--- src/rtl/core/cpc_pkg.sv ---
// Shared types, codes and modular helpers for the progression checker.
// No dependencies.
package cpc_pkg;

    localparam int MAX_CELLS = 128;
    localparam int ADDR_W    = $clog2(MAX_CELLS);
    localparam int AP_W      = ADDR_W + 1;
    localparam int N_W       = $clog2(MAX_CELLS + 1);
    localparam int CFG_W     = 8;
    localparam int K_W       = 8;
    localparam int SUM_W     = K_W + 1;
    localparam int POS_W     = 7;
    localparam int CMP_W     = 9;
    localparam int COLOR_W   = 2;
    localparam int KIND_W    = 2;

    typedef logic [COLOR_W-1:0] t_color;
    typedef logic [ADDR_W-1:0]  t_addr;
    typedef logic [KIND_W-1:0]  t_kind;

    localparam t_kind KIND_WRITE  = 2'd0;
    localparam t_kind KIND_WINNER = 2'd1;
    localparam t_kind KIND_MEMBER = 2'd2;
    localparam t_kind KIND_ROTATE = 2'd3;

    localparam t_color COLOR_EMPTY = 2'd0;

    typedef struct packed {
        t_kind              kind;
        logic [POS_W-1:0]   position;
        t_color             color;
    } t_cmd;

    // effective board geometry after saturation
    typedef struct packed {
        logic [N_W-1:0]     n;
        t_addr              nm1;
        logic [K_W-1:0]     km1;
    } t_geom;

    typedef struct packed {
        logic               we;
        t_addr              waddr;
        t_color             wdata;
        t_addr              raddr;
    } t_mem_req;

    typedef struct packed {
        logic               valid;
        logic               found;
        t_color             color;
    } t_result;

    // (a + b) mod n, with a, b < n
    function automatic t_addr add_mod(t_addr a, t_addr b, logic [N_W-1:0] n);
        logic [AP_W-1:0] s;
        s = AP_W'(a) + AP_W'(b);
        if (s >= AP_W'(n)) begin
            s = s - AP_W'(n);
        end
        return s[ADDR_W-1:0];
    endfunction

    // (a - b) mod n, with a, b < n
    function automatic t_addr sub_mod(t_addr a, t_addr b, logic [N_W-1:0] n);
        logic [AP_W-1:0] s;
        if (a >= b) begin
            s = AP_W'(a) - AP_W'(b);
        end else begin
            s = AP_W'(a) + AP_W'(n) - AP_W'(b);
        end
        return s[ADDR_W-1:0];
    endfunction

endpackage

--- src/rtl/core/cpc_ctrl.sv ---
// Sequencer: write, rotate sweep, winner scan and membership walk over the cell RAM.
// Depends on cpc_pkg.
module cpc_ctrl import cpc_pkg::*; (
    input  logic     i_clk,
    input  logic     i_rst_n,
    input  logic     i_start,
    input  t_cmd     i_cmd,
    input  t_geom    i_geom,
    input  t_color   i_rdata,
    output t_mem_req o_req,
    output logic     o_busy,
    output t_result  o_res
);

    localparam logic [3:0] S_IDLE     = 4'd0;
    localparam logic [3:0] S_ROT0     = 4'd1;
    localparam logic [3:0] S_ROT1     = 4'd2;
    localparam logic [3:0] S_ROT_SH   = 4'd3;
    localparam logic [3:0] S_ROT_END  = 4'd4;
    localparam logic [3:0] S_WIN_RDI  = 4'd5;
    localparam logic [3:0] S_WIN_GETC = 4'd6;
    localparam logic [3:0] S_WIN_RUN  = 4'd7;
    localparam logic [3:0] S_MEM_RD   = 4'd8;
    localparam logic [3:0] S_MEM_GETC = 4'd9;
    localparam logic [3:0] S_MEM_ISS  = 4'd10;
    localparam logic [3:0] S_MEM_CHK  = 4'd11;

    logic [3:0]     r_state, n_state;
    logic           r_pend, n_pend;
    logic           r_pend_last, n_pend_last;
    logic           r_iss_act, n_iss_act;
    logic           r_res_vld, n_res_vld;
    logic           r_res_found, n_res_found;
    t_color         r_res_color, n_res_color;
    t_color         r_c, n_c;
    t_color         r_first, n_first;
    t_addr          r_i, n_i;
    t_addr          r_t, n_t;
    t_addr          r_loc, n_loc;
    t_addr          r_d, n_d;
    t_addr          r_dk, n_dk;
    t_addr          r_base, n_base;
    t_addr          r_addr, n_addr;
    t_addr          r_jd, n_jd;
    logic [K_W-1:0] r_iss_j, n_iss_j;
    logic [K_W-1:0] r_run, n_run;
    logic           r_dir_right, n_dir_right;

    t_mem_req       req;
    logic           pos_in;
    logic           d_first_ok;
    logic           more_d;
    logic           mism;
    logic           last_i;
    logic           k_is_two;
    logic [AP_W-1:0] jd_next;
    t_addr          nb;
    t_addr          d_inc;

    assign pos_in     = CMP_W'(i_cmd.position) < CMP_W'(i_geom.n);
    assign d_first_ok = SUM_W'(i_geom.km1) <= SUM_W'(i_geom.nm1);
    // next difference still allowed: (d+1)(k-1) <= n-1
    assign more_d     = (SUM_W'(r_dk) + SUM_W'(i_geom.km1)) <= SUM_W'(i_geom.nm1);
    assign mism       = r_pend && (i_rdata != r_c);
    assign last_i     = (r_i == i_geom.nm1);
    assign k_is_two   = (i_geom.km1 == K_W'(1));
    assign jd_next    = AP_W'(r_jd) + AP_W'(r_d);
    assign nb         = add_mod(r_base, ADDR_W'(1), i_geom.n);
    assign d_inc      = r_d + ADDR_W'(1);

    always_comb begin
        n_state     = r_state;
        n_pend      = r_pend;
        n_pend_last = r_pend_last;
        n_iss_act   = r_iss_act;
        n_res_vld   = 1'b0;
        n_res_found = r_res_found;
        n_res_color = r_res_color;
        n_c         = r_c;
        n_first     = r_first;
        n_i         = r_i;
        n_t         = r_t;
        n_loc       = r_loc;
        n_d         = r_d;
        n_dk        = r_dk;
        n_base      = r_base;
        n_addr      = r_addr;
        n_jd        = r_jd;
        n_iss_j     = r_iss_j;
        n_run       = r_run;
        n_dir_right = r_dir_right;
        req         = '0;

        unique case (r_state)
            S_IDLE: begin
                if (i_start) begin
                    unique case (i_cmd.kind)
                        KIND_WRITE: begin
                            if (pos_in) begin
                                req.we    = 1'b1;
                                req.waddr = i_cmd.position[ADDR_W-1:0];
                                req.wdata = i_cmd.color;
                            end
                        end
                        KIND_ROTATE: begin
                            n_state = S_ROT0;
                        end
                        KIND_WINNER: begin
                            n_i     = '0;
                            n_state = S_WIN_RDI;
                        end
                        KIND_MEMBER: begin
                            if (pos_in) begin
                                n_loc   = i_cmd.position[ADDR_W-1:0];
                                n_state = S_MEM_RD;
                            end else begin
                                n_res_vld   = 1'b1;
                                n_res_found = 1'b0;
                                n_res_color = COLOR_EMPTY;
                            end
                        end
                        default: begin
                            n_state = S_IDLE;
                        end
                    endcase
                end
            end

            // rotate: hold cell 0, shift cells down, then drop it at n-1
            S_ROT0: begin
                req.raddr = '0;
                n_state   = S_ROT1;
            end
            S_ROT1: begin
                n_first   = i_rdata;
                req.raddr = ADDR_W'(1);
                n_t       = ADDR_W'(1);
                n_state   = S_ROT_SH;
            end
            S_ROT_SH: begin
                req.we    = 1'b1;
                req.waddr = r_t - ADDR_W'(1);
                req.wdata = i_rdata;
                if (r_t == i_geom.nm1) begin
                    n_state = S_ROT_END;
                end else begin
                    req.raddr = r_t + ADDR_W'(1);
                    n_t       = r_t + ADDR_W'(1);
                end
            end
            S_ROT_END: begin
                req.we    = 1'b1;
                req.waddr = i_geom.nm1;
                req.wdata = r_first;
                n_state   = S_IDLE;
            end

            S_WIN_RDI: begin
                req.raddr = r_i;
                n_state   = S_WIN_GETC;
            end
            S_WIN_GETC: begin
                if ((i_rdata == COLOR_EMPTY) || !d_first_ok) begin
                    if (last_i) begin
                        n_res_vld   = 1'b1;
                        n_res_found = 1'b0;
                        n_res_color = COLOR_EMPTY;
                        n_state     = S_IDLE;
                    end else begin
                        n_i     = r_i + ADDR_W'(1);
                        n_state = S_WIN_RDI;
                    end
                end else begin
                    n_c       = i_rdata;
                    n_d       = ADDR_W'(1);
                    n_dk      = i_geom.km1[ADDR_W-1:0];
                    n_base    = add_mod(r_i, ADDR_W'(1), i_geom.n);
                    n_addr    = add_mod(r_i, ADDR_W'(1), i_geom.n);
                    n_iss_j   = K_W'(1);
                    n_iss_act = 1'b1;
                    n_pend    = 1'b0;
                    n_state   = S_WIN_RUN;
                end
            end
            // one read issued per cycle; a mismatch restarts at the next
            // difference in the same cycle, dropping the read in flight
            S_WIN_RUN: begin
                if (r_pend && !mism && r_pend_last) begin
                    n_res_vld   = 1'b1;
                    n_res_found = 1'b1;
                    n_res_color = r_c;
                    n_pend      = 1'b0;
                    n_iss_act   = 1'b0;
                    n_state     = S_IDLE;
                end else if (mism) begin
                    if (more_d) begin
                        n_d         = d_inc;
                        n_dk        = r_dk + i_geom.km1[ADDR_W-1:0];
                        n_base      = nb;
                        req.raddr   = nb;
                        n_pend      = 1'b1;
                        n_pend_last = k_is_two;
                        n_addr      = add_mod(nb, d_inc, i_geom.n);
                        n_iss_j     = K_W'(2);
                        n_iss_act   = !k_is_two;
                    end else begin
                        n_pend    = 1'b0;
                        n_iss_act = 1'b0;
                        if (last_i) begin
                            n_res_vld   = 1'b1;
                            n_res_found = 1'b0;
                            n_res_color = COLOR_EMPTY;
                            n_state     = S_IDLE;
                        end else begin
                            n_i     = r_i + ADDR_W'(1);
                            n_state = S_WIN_RDI;
                        end
                    end
                end else if (r_iss_act) begin
                    req.raddr   = r_addr;
                    n_pend      = 1'b1;
                    n_pend_last = (r_iss_j == i_geom.km1);
                    n_addr      = add_mod(r_addr, r_d, i_geom.n);
                    n_iss_j     = r_iss_j + K_W'(1);
                    n_iss_act   = (r_iss_j != i_geom.km1);
                end else begin
                    n_pend = 1'b0;
                end
            end

            S_MEM_RD: begin
                req.raddr = r_loc;
                n_state   = S_MEM_GETC;
            end
            S_MEM_GETC: begin
                n_c = i_rdata;
                if (!d_first_ok) begin
                    n_res_vld   = 1'b1;
                    n_res_found = 1'b0;
                    n_res_color = COLOR_EMPTY;
                    n_state     = S_IDLE;
                end else begin
                    n_d         = ADDR_W'(1);
                    n_dk        = i_geom.km1[ADDR_W-1:0];
                    n_run       = K_W'(1);
                    n_dir_right = 1'b0;
                    n_jd        = ADDR_W'(1);
                    n_addr      = sub_mod(r_loc, ADDR_W'(1), i_geom.n);
                    n_state     = S_MEM_ISS;
                end
            end
            S_MEM_ISS: begin
                req.raddr = r_addr;
                n_state   = S_MEM_CHK;
            end
            S_MEM_CHK: begin
                if ((i_rdata == r_c) && (r_run >= i_geom.km1)) begin
                    n_res_vld   = 1'b1;
                    n_res_found = 1'b1;
                    n_res_color = COLOR_EMPTY;
                    n_state     = S_IDLE;
                end else if ((i_rdata == r_c) && (jd_next <= AP_W'(i_geom.nm1))) begin
                    n_run   = r_run + K_W'(1);
                    n_jd    = jd_next[ADDR_W-1:0];
                    n_addr  = r_dir_right ? add_mod(r_addr, r_d, i_geom.n)
                                          : sub_mod(r_addr, r_d, i_geom.n);
                    n_state = S_MEM_ISS;
                end else begin
                    if (i_rdata == r_c) begin
                        n_run = r_run + K_W'(1);
                    end
                    if (!r_dir_right) begin
                        n_dir_right = 1'b1;
                        n_jd        = r_d;
                        n_addr      = add_mod(r_loc, r_d, i_geom.n);
                        n_state     = S_MEM_ISS;
                    end else if (more_d) begin
                        n_d         = d_inc;
                        n_dk        = r_dk + i_geom.km1[ADDR_W-1:0];
                        n_run       = K_W'(1);
                        n_dir_right = 1'b0;
                        n_jd        = d_inc;
                        n_addr      = sub_mod(r_loc, d_inc, i_geom.n);
                        n_state     = S_MEM_ISS;
                    end else begin
                        n_res_vld   = 1'b1;
                        n_res_found = 1'b0;
                        n_res_color = COLOR_EMPTY;
                        n_state     = S_IDLE;
                    end
                end
            end

            default: begin
                n_state = S_IDLE;
            end
        endcase
    end

    always_ff @(posedge i_clk) begin
        if (!i_rst_n) begin
            r_state   <= S_IDLE;
            r_pend    <= 1'b0;
            r_iss_act <= 1'b0;
            r_res_vld <= 1'b0;
        end else begin
            r_state   <= n_state;
            r_pend    <= n_pend;
            r_iss_act <= n_iss_act;
            r_res_vld <= n_res_vld;
        end
    end

    always_ff @(posedge i_clk) begin
        r_pend_last <= n_pend_last;
        r_res_found <= n_res_found;
        r_res_color <= n_res_color;
        r_c         <= n_c;
        r_first     <= n_first;
        r_i         <= n_i;
        r_t         <= n_t;
        r_loc       <= n_loc;
        r_d         <= n_d;
        r_dk        <= n_dk;
        r_base      <= n_base;
        r_addr      <= n_addr;
        r_jd        <= n_jd;
        r_iss_j     <= n_iss_j;
        r_run       <= n_run;
        r_dir_right <= n_dir_right;
    end

    assign o_req       = req;
    assign o_busy      = (r_state != S_IDLE);
    assign o_res.valid = r_res_vld;
    assign o_res.found = r_res_found;
    assign o_res.color = r_res_color;

endmodule

--- config.mk ---
export PLATFORM = sky130hd
export DESIGN_NAME = cpc_ctrl
export DESIGN_NICKNAME = d
export VERILOG_FILES = /design/src/rtl/core/cpc_pkg.sv /design/src/rtl/core/cpc_ctrl.sv
export SDC_FILE = /design/constraint.sdc
export NUM_CORES = 1
export LEC_CHECK = 0
export ABC_AREA = 1
export BUFFER_PORTS_ARGS = -buffer_cell sky130_fd_sc_hd__buf_2
export CAP_MARGIN = 40
export CORE_AREA = 2 2 137 139
export DETAILED_ROUTE_END_ITERATION = 6
export DIE_AREA = 0 0 139 141
export PLACE_DENSITY = 0.87
export SYNTH_ARGS = -nofsm -noshare
export SYNTH_HDL_FRONTEND = slang
export SYNTH_SLANG_ARGS = --single-unit
--- constraint.sdc ---
create_clock -name i_clk -period 10.5 [get_ports i_clk]
set_input_delay 0.525 -clock i_clk [delete_from_list [all_inputs] [get_ports i_clk]]
set_output_delay 0.525 -clock i_clk [all_outputs]
set_load 0.1 [all_outputs]
-- Word-level counts from Yosys, hierarchy flattened
Index checks and enable logic that the tools add are counted.
- register bits: 88
- output and inout bits: 22
- word-level logic and storage cells: 305
- $add $sub $neg: 27
- magnitude comparators: 13
- eq/ne operators: 49
- muxes and demuxes: 159
- bitwise logic cells: 1
- reduce and logical (&&, ||, !) cells: 36
- operators by type and width (kind ; number):
    $mux W7 ; 55
    $mux W8 ; 11
    $pmux W7 S4 ; 3
    $sub A7 B7 Y7 ; 9
    $ge A8 B8 Y1 ; 6
    $mux W4 ; 11
    $pmux W4 S11 ; 1
    $mux W1 ; 43
    $pmux W7 S2 ; 3
    $pmux W7 S6 ; 1
    $add A7 B7 Y8 ; 4
    $ne A2 B2 Y1 const B ; 16
    $pmux W8 S2 ; 2
    $mux W10 ; 3
    $pmux W10 S3 ; 1
    $mux W2 ; 14
    $ne A3 B3 Y1 const B ; 8
    $add A7 B1 Y7 const B ; 3
    $add A7 B7 Y7 ; 3
    $pmux W7 S3 ; 1
    $sub A7 B1 Y7 const B ; 3
    $add A7 B1 Y8 const B ; 2
    $add A8 B1 Y8 const B ; 2
    $eq A4 B3 Y1 const B ; 4
    44 further kinds ; 76

-- Logic depth before layout (Yosys ltp)
- depth after elaboration: 10
- depth in mapped cells: 32
- gate-level depth less buffers: 31

-- Least setup slack after synthesis
No wires, ideal clock.
- kind: register to register
- start: reg r_base[0]
- end: reg r_addr[1], data pin
- setup time: 265 ps
- data arrival time: 4447 ps
- data required time: 10235 ps
- slack: 5788 ps
- cell stages (with the launch flop): 31
- period minus slack after synthesis: 4712 ps
- cell sequence: edfxtp_1 -> nand3_1 -> nor3b_1 -> xnor2_1 -> inv_1 -> ha_1 -> nand2_1 -> nor3_1 -> nand4_1 -> nand3_1 -> buf_4 -> nand2_1 -> o21ai_0 -> ha_1 -> inv_1 -> fa_1 -> inv_1 -> a21oi_1 -> o21ai_0 -> xnor2_1 -> inv_1 -> ha_1 -> nand2_1 -> nor2_1 -> nand4_1 -> nand3_1 -> inv_1 -> a21oi_1 -> o21ai_0 -> nand3_1 -> nand4_1
- word-level cells in the longest chain between the ends: 10
- elaborated cells on any way between the ends: 12
- RTL lines (what ; RTL line ; source):
    start: declaration ; cpc_ctrl.sv:42 ; t_addr r_base, n_base;
    start signal: assignment ; cpc_ctrl.sv:325 ; r_base <= n_base;
    $add A7 B1 Y8 * ; cpc_pkg.sv:57 ; s = AP_W'(a) + AP_W'(b);
    $sub A7 B7 Y7 / $ge A8 B8 Y1 (equally long branches) ; cpc_pkg.sv:59, cpc_pkg.sv:58 ;
    $mux W7 * ; cpc_pkg.sv:58 ; if (s >= AP_W'(n)) begin
    $add A7 B7 Y8 * ; cpc_pkg.sv:57 ;
    $sub A7 B7 Y7 / $ge A8 B8 Y1 (equally long branches) ; cpc_pkg.sv:59, cpc_pkg.sv:58 ;
    $mux W7 * ; cpc_pkg.sv:58 ;
    $mux W7 * ; cpc_ctrl.sv:196 ; if (more_d) begin
    $mux W7 * ; cpc_ctrl.sv:195 ; end else if (mism) begin
    $mux W7 * ; cpc_ctrl.sv:188 ; if (r_pend && !mism && r_pend_last) begin
    $pmux W7 S4 * ; cpc_ctrl.sv:94 ; unique case (r_state)
    via n_addr[1] ; cpc_ctrl.sv:43 ; t_addr r_addr, n_addr;
    end signal: assignment ; cpc_ctrl.sv:326 ; r_addr <= n_addr;
    end: declaration ; cpc_ctrl.sv:43 ;
The timed path passes the listed nets; every way through them passes the cells marked *. The select of a mux whose other input is x is not followed.
A chain may end at the register's enable or synchronous reset.

-- Worst setup path in the final report
Ends and elaborated chain as after synthesis.

==> reports/results.tsv <==
metric	value	unit
clkTransAtPathRegs	0.07	ns
synthFlopType	edfxtp_1	
critPathMaxStageDelay	0.41	ns
synthCells	1800	
htree_num_levels	3	
cap_violations	0	
synth_area_leaders	edfxtp_1, ha_1, nand2_1, inv_1, nand3_1	
place_area	12800	um^2
regToRegSetupSlack	4.88	ns
netlist_area	12300	um^2
required	10.59	ns
synth-seq-cells	88	
power.density	135	nW/um^2
fillers	1569	
insertion_delay	0.36	ns
numCtsBuffers	9	
layout-drive-gt1-share	0.0788	
fin_area	13100	um^2
io_pins	61	
synth-edff-count	81	
vdd_drop_max	229	uV
ctsHoldBuffers	0	
crit_fanout	12	
die_area	19600	um^2
synthArstFlopShare	0	
crit_family	simple AND/OR/NAND/NOR gates	
grt_pass1_vias	12300	
dieHeight	141	um
synth_fp_nets	2011	
yosysWarnings	0	
fmax	178	MHz
endpoint_kind	register	
clock-sinks	88	
cp_num_buf_inv	5	
syn2layout_area_growth	6.41	%
nNetsFinal	2059	
tightest_slew	0.877	ns
overflow	0	
rsz0062_at_grt	false	
firstDrtPassIters	6	
grt_max_degree	26	
yosysTopAreaCellShare	0.197	
start_util	0.675	
yosys-top-cells-count	nand2_1, inv_1, nand3_1	
yosysMostFrequentCell	nand2_1	
finalSetupTns	0	ns
drt-total-wl	42300	um
finalMaxSlewViolations	0	
vias	13200	
slowest_stage	edfxtp_1	
synth_top_area_cell	edfxtp_1	
fin_skew	0.0137	ns
hp-class	in2reg	
wl_per_cell	20.3	um
path_common_cell	inv_1	
grt_usage	0.427	
antenna_found_initial	0	
gp_congestion	1.10	
cts_resized	0	
rows	50	
post-cts-setup-buffers	0	
drcViolationCount	0	
die-width	139	um
grt_pass1_wl	65400	um
relSlewSlack	0.413	
core_area	18300	um^2
clk_path_buf_depth	2	
avgSynthCellArea	6.85	um^2
final_hold_viol_count	0	
critPathLaunchType	register	
dp_hpwl	33800	um
arrival	5.72	ns
root_buffer	clkbuf_16	
fin_crit	5.62	ns
cts_tree	done	
p_leak	0.00661	uW
synth_cell_types	54	
viasPerCell	6.34	
drtIter0Drc	1709	
diodes	0	
route.antenna.remaining_nets	0	
period_share	0.536	
ys_seq_area_frac	0.208	
setup_viol	0	
critPathKind	reg2reg	
outcome	finished clean	
io_buffer_count	60	
## worst paths after layout
kind | start | end | cells after the start
worst max-delay path | r_base[0] | r_addr[1] | 29
worst min-delay path | i_cmd[2] | r_loc[0] | 1
worst max register to register | r_base[0] | r_addr[1] | 29
worst min register to register | r_iss_act | r_iss_act | 2
## kinds of logic (layout without fill, tap and decap cells)
family | after synthesis | after routing | share of synthesized area
DFF | 88 | 88 | 0.208
adders and majority gates | 172 | 172 | 0.187
buffers and inverters | 320 | 373 | 0.101
xor gates and xnor gates | 82 | 82 | 0.0582
AOI/OAI and AO/OA | 293 | 293 | 0.138
and+or+nand+nor | 845 | 845 | 0.308
## final cells by class
| class | count | area (um^2) | share of cell area |
|---|---|---|---|
| flip-flops and latches | 88 | 2570 | 0.196 |
| multi-input cells | 1392 | 8520 | 0.649 |
| inverters | 292 | 1100 | 0.0835 |
| repair buffers | 65 | 333 | 0.0254 |
| clock buffers | 11 | 254 | 0.0193 |
| well taps | 234 | 293 | 0.0223 |
| clock inverters | 5 | 62.6 | 0.00477 |
## state kept, by name, indices dropped and copies added (netlist names), 2 cells and up
name,flops
r_t,7
r_dk,7
r_addr,7
r_res_color,2
r_jd,7
r_base,7
r_d,7
r_state,4
r_loc,7
r_i,7
r_c,2
r_first,2
r_run,8
r_iss_j,8
## where the power goes
part	internal [uW]	leakage, uW	switching (uW)
clock network	201	0.000148	159
logic	274	0.00567	678
registers	423	0.000786	38.5
total	898	0.00661	876
## per-layer routing
metal | wire, um | global-route usage
met5 | 0 | 0
met4 | 2070 | 0.190
met3 | 5300 | 0.0842
met2 | 18500 | 0.674
met1 | 16500 | 0.572
## through the flow
stage | hold slack, ns | std cells | total power [uW] | setup WS, ns | utilization
2_1_floorplan | 0.453 | 1800 | 1170 | 5.79 | -
3_3_place_gp | 0.468 | 2069 | 1370 | 5.20 | 0.701
3_5_place_dp | 0.482 | 2071 | 1380 | 5.04 | 0.701
4_1_cts | 0.383 | 2087 | 1740 | 5.00 | 0.719
5_1_grt | 0.387 | 2087 | 1860 | 4.26 | 0.719
6_report | 0.391 | 2087 | 1770 | 4.88 | 0.719
## cells in the final DEF (no fill, tap or decap), types with 3 or more instances in the layout
master and n:
a21oi_1 110, a221oi_1 4, o2111ai_1 3, a21o_1 6, nor2_1 117, o21bai_1 5
inv_2 11, o21ai_0 86, nand2_1 432, buf_4 3, fa_1 20, o211ai_1 23
o31ai_1 6, nor4_1 5, o21ai_1 9, xor2_1 49, edfxtp_1 81, nand3b_1 4
xnor2_1 33, nor3_1 20, nand3_2 5, clkbuf_16 10, a31oi_1 5, nand2_2 3
nand4_1 55, nor3b_1 3, or2_2 26, o21a_1 4, o221ai_1 9, buf_2 62
ha_1 152, dfxtp_1 7, nor2_2 9, nand3_1 157, inv_1 280, nand3_4 3
o22ai_1 9
## worst reg2reg max path: cells and delay by family (launching register included)
kind	cells	cell delay (ns)
AND/OR/NAND/NOR	13	2.00
adder cells (fa/ha/maj)	4	1.39
AO/OA/AOI/OAI	5	0.69
buffers and inverters	5	0.52
flip-flops	1	0.41
XOR/XNOR	2	0.31
(Power assumes the default switching activity.)
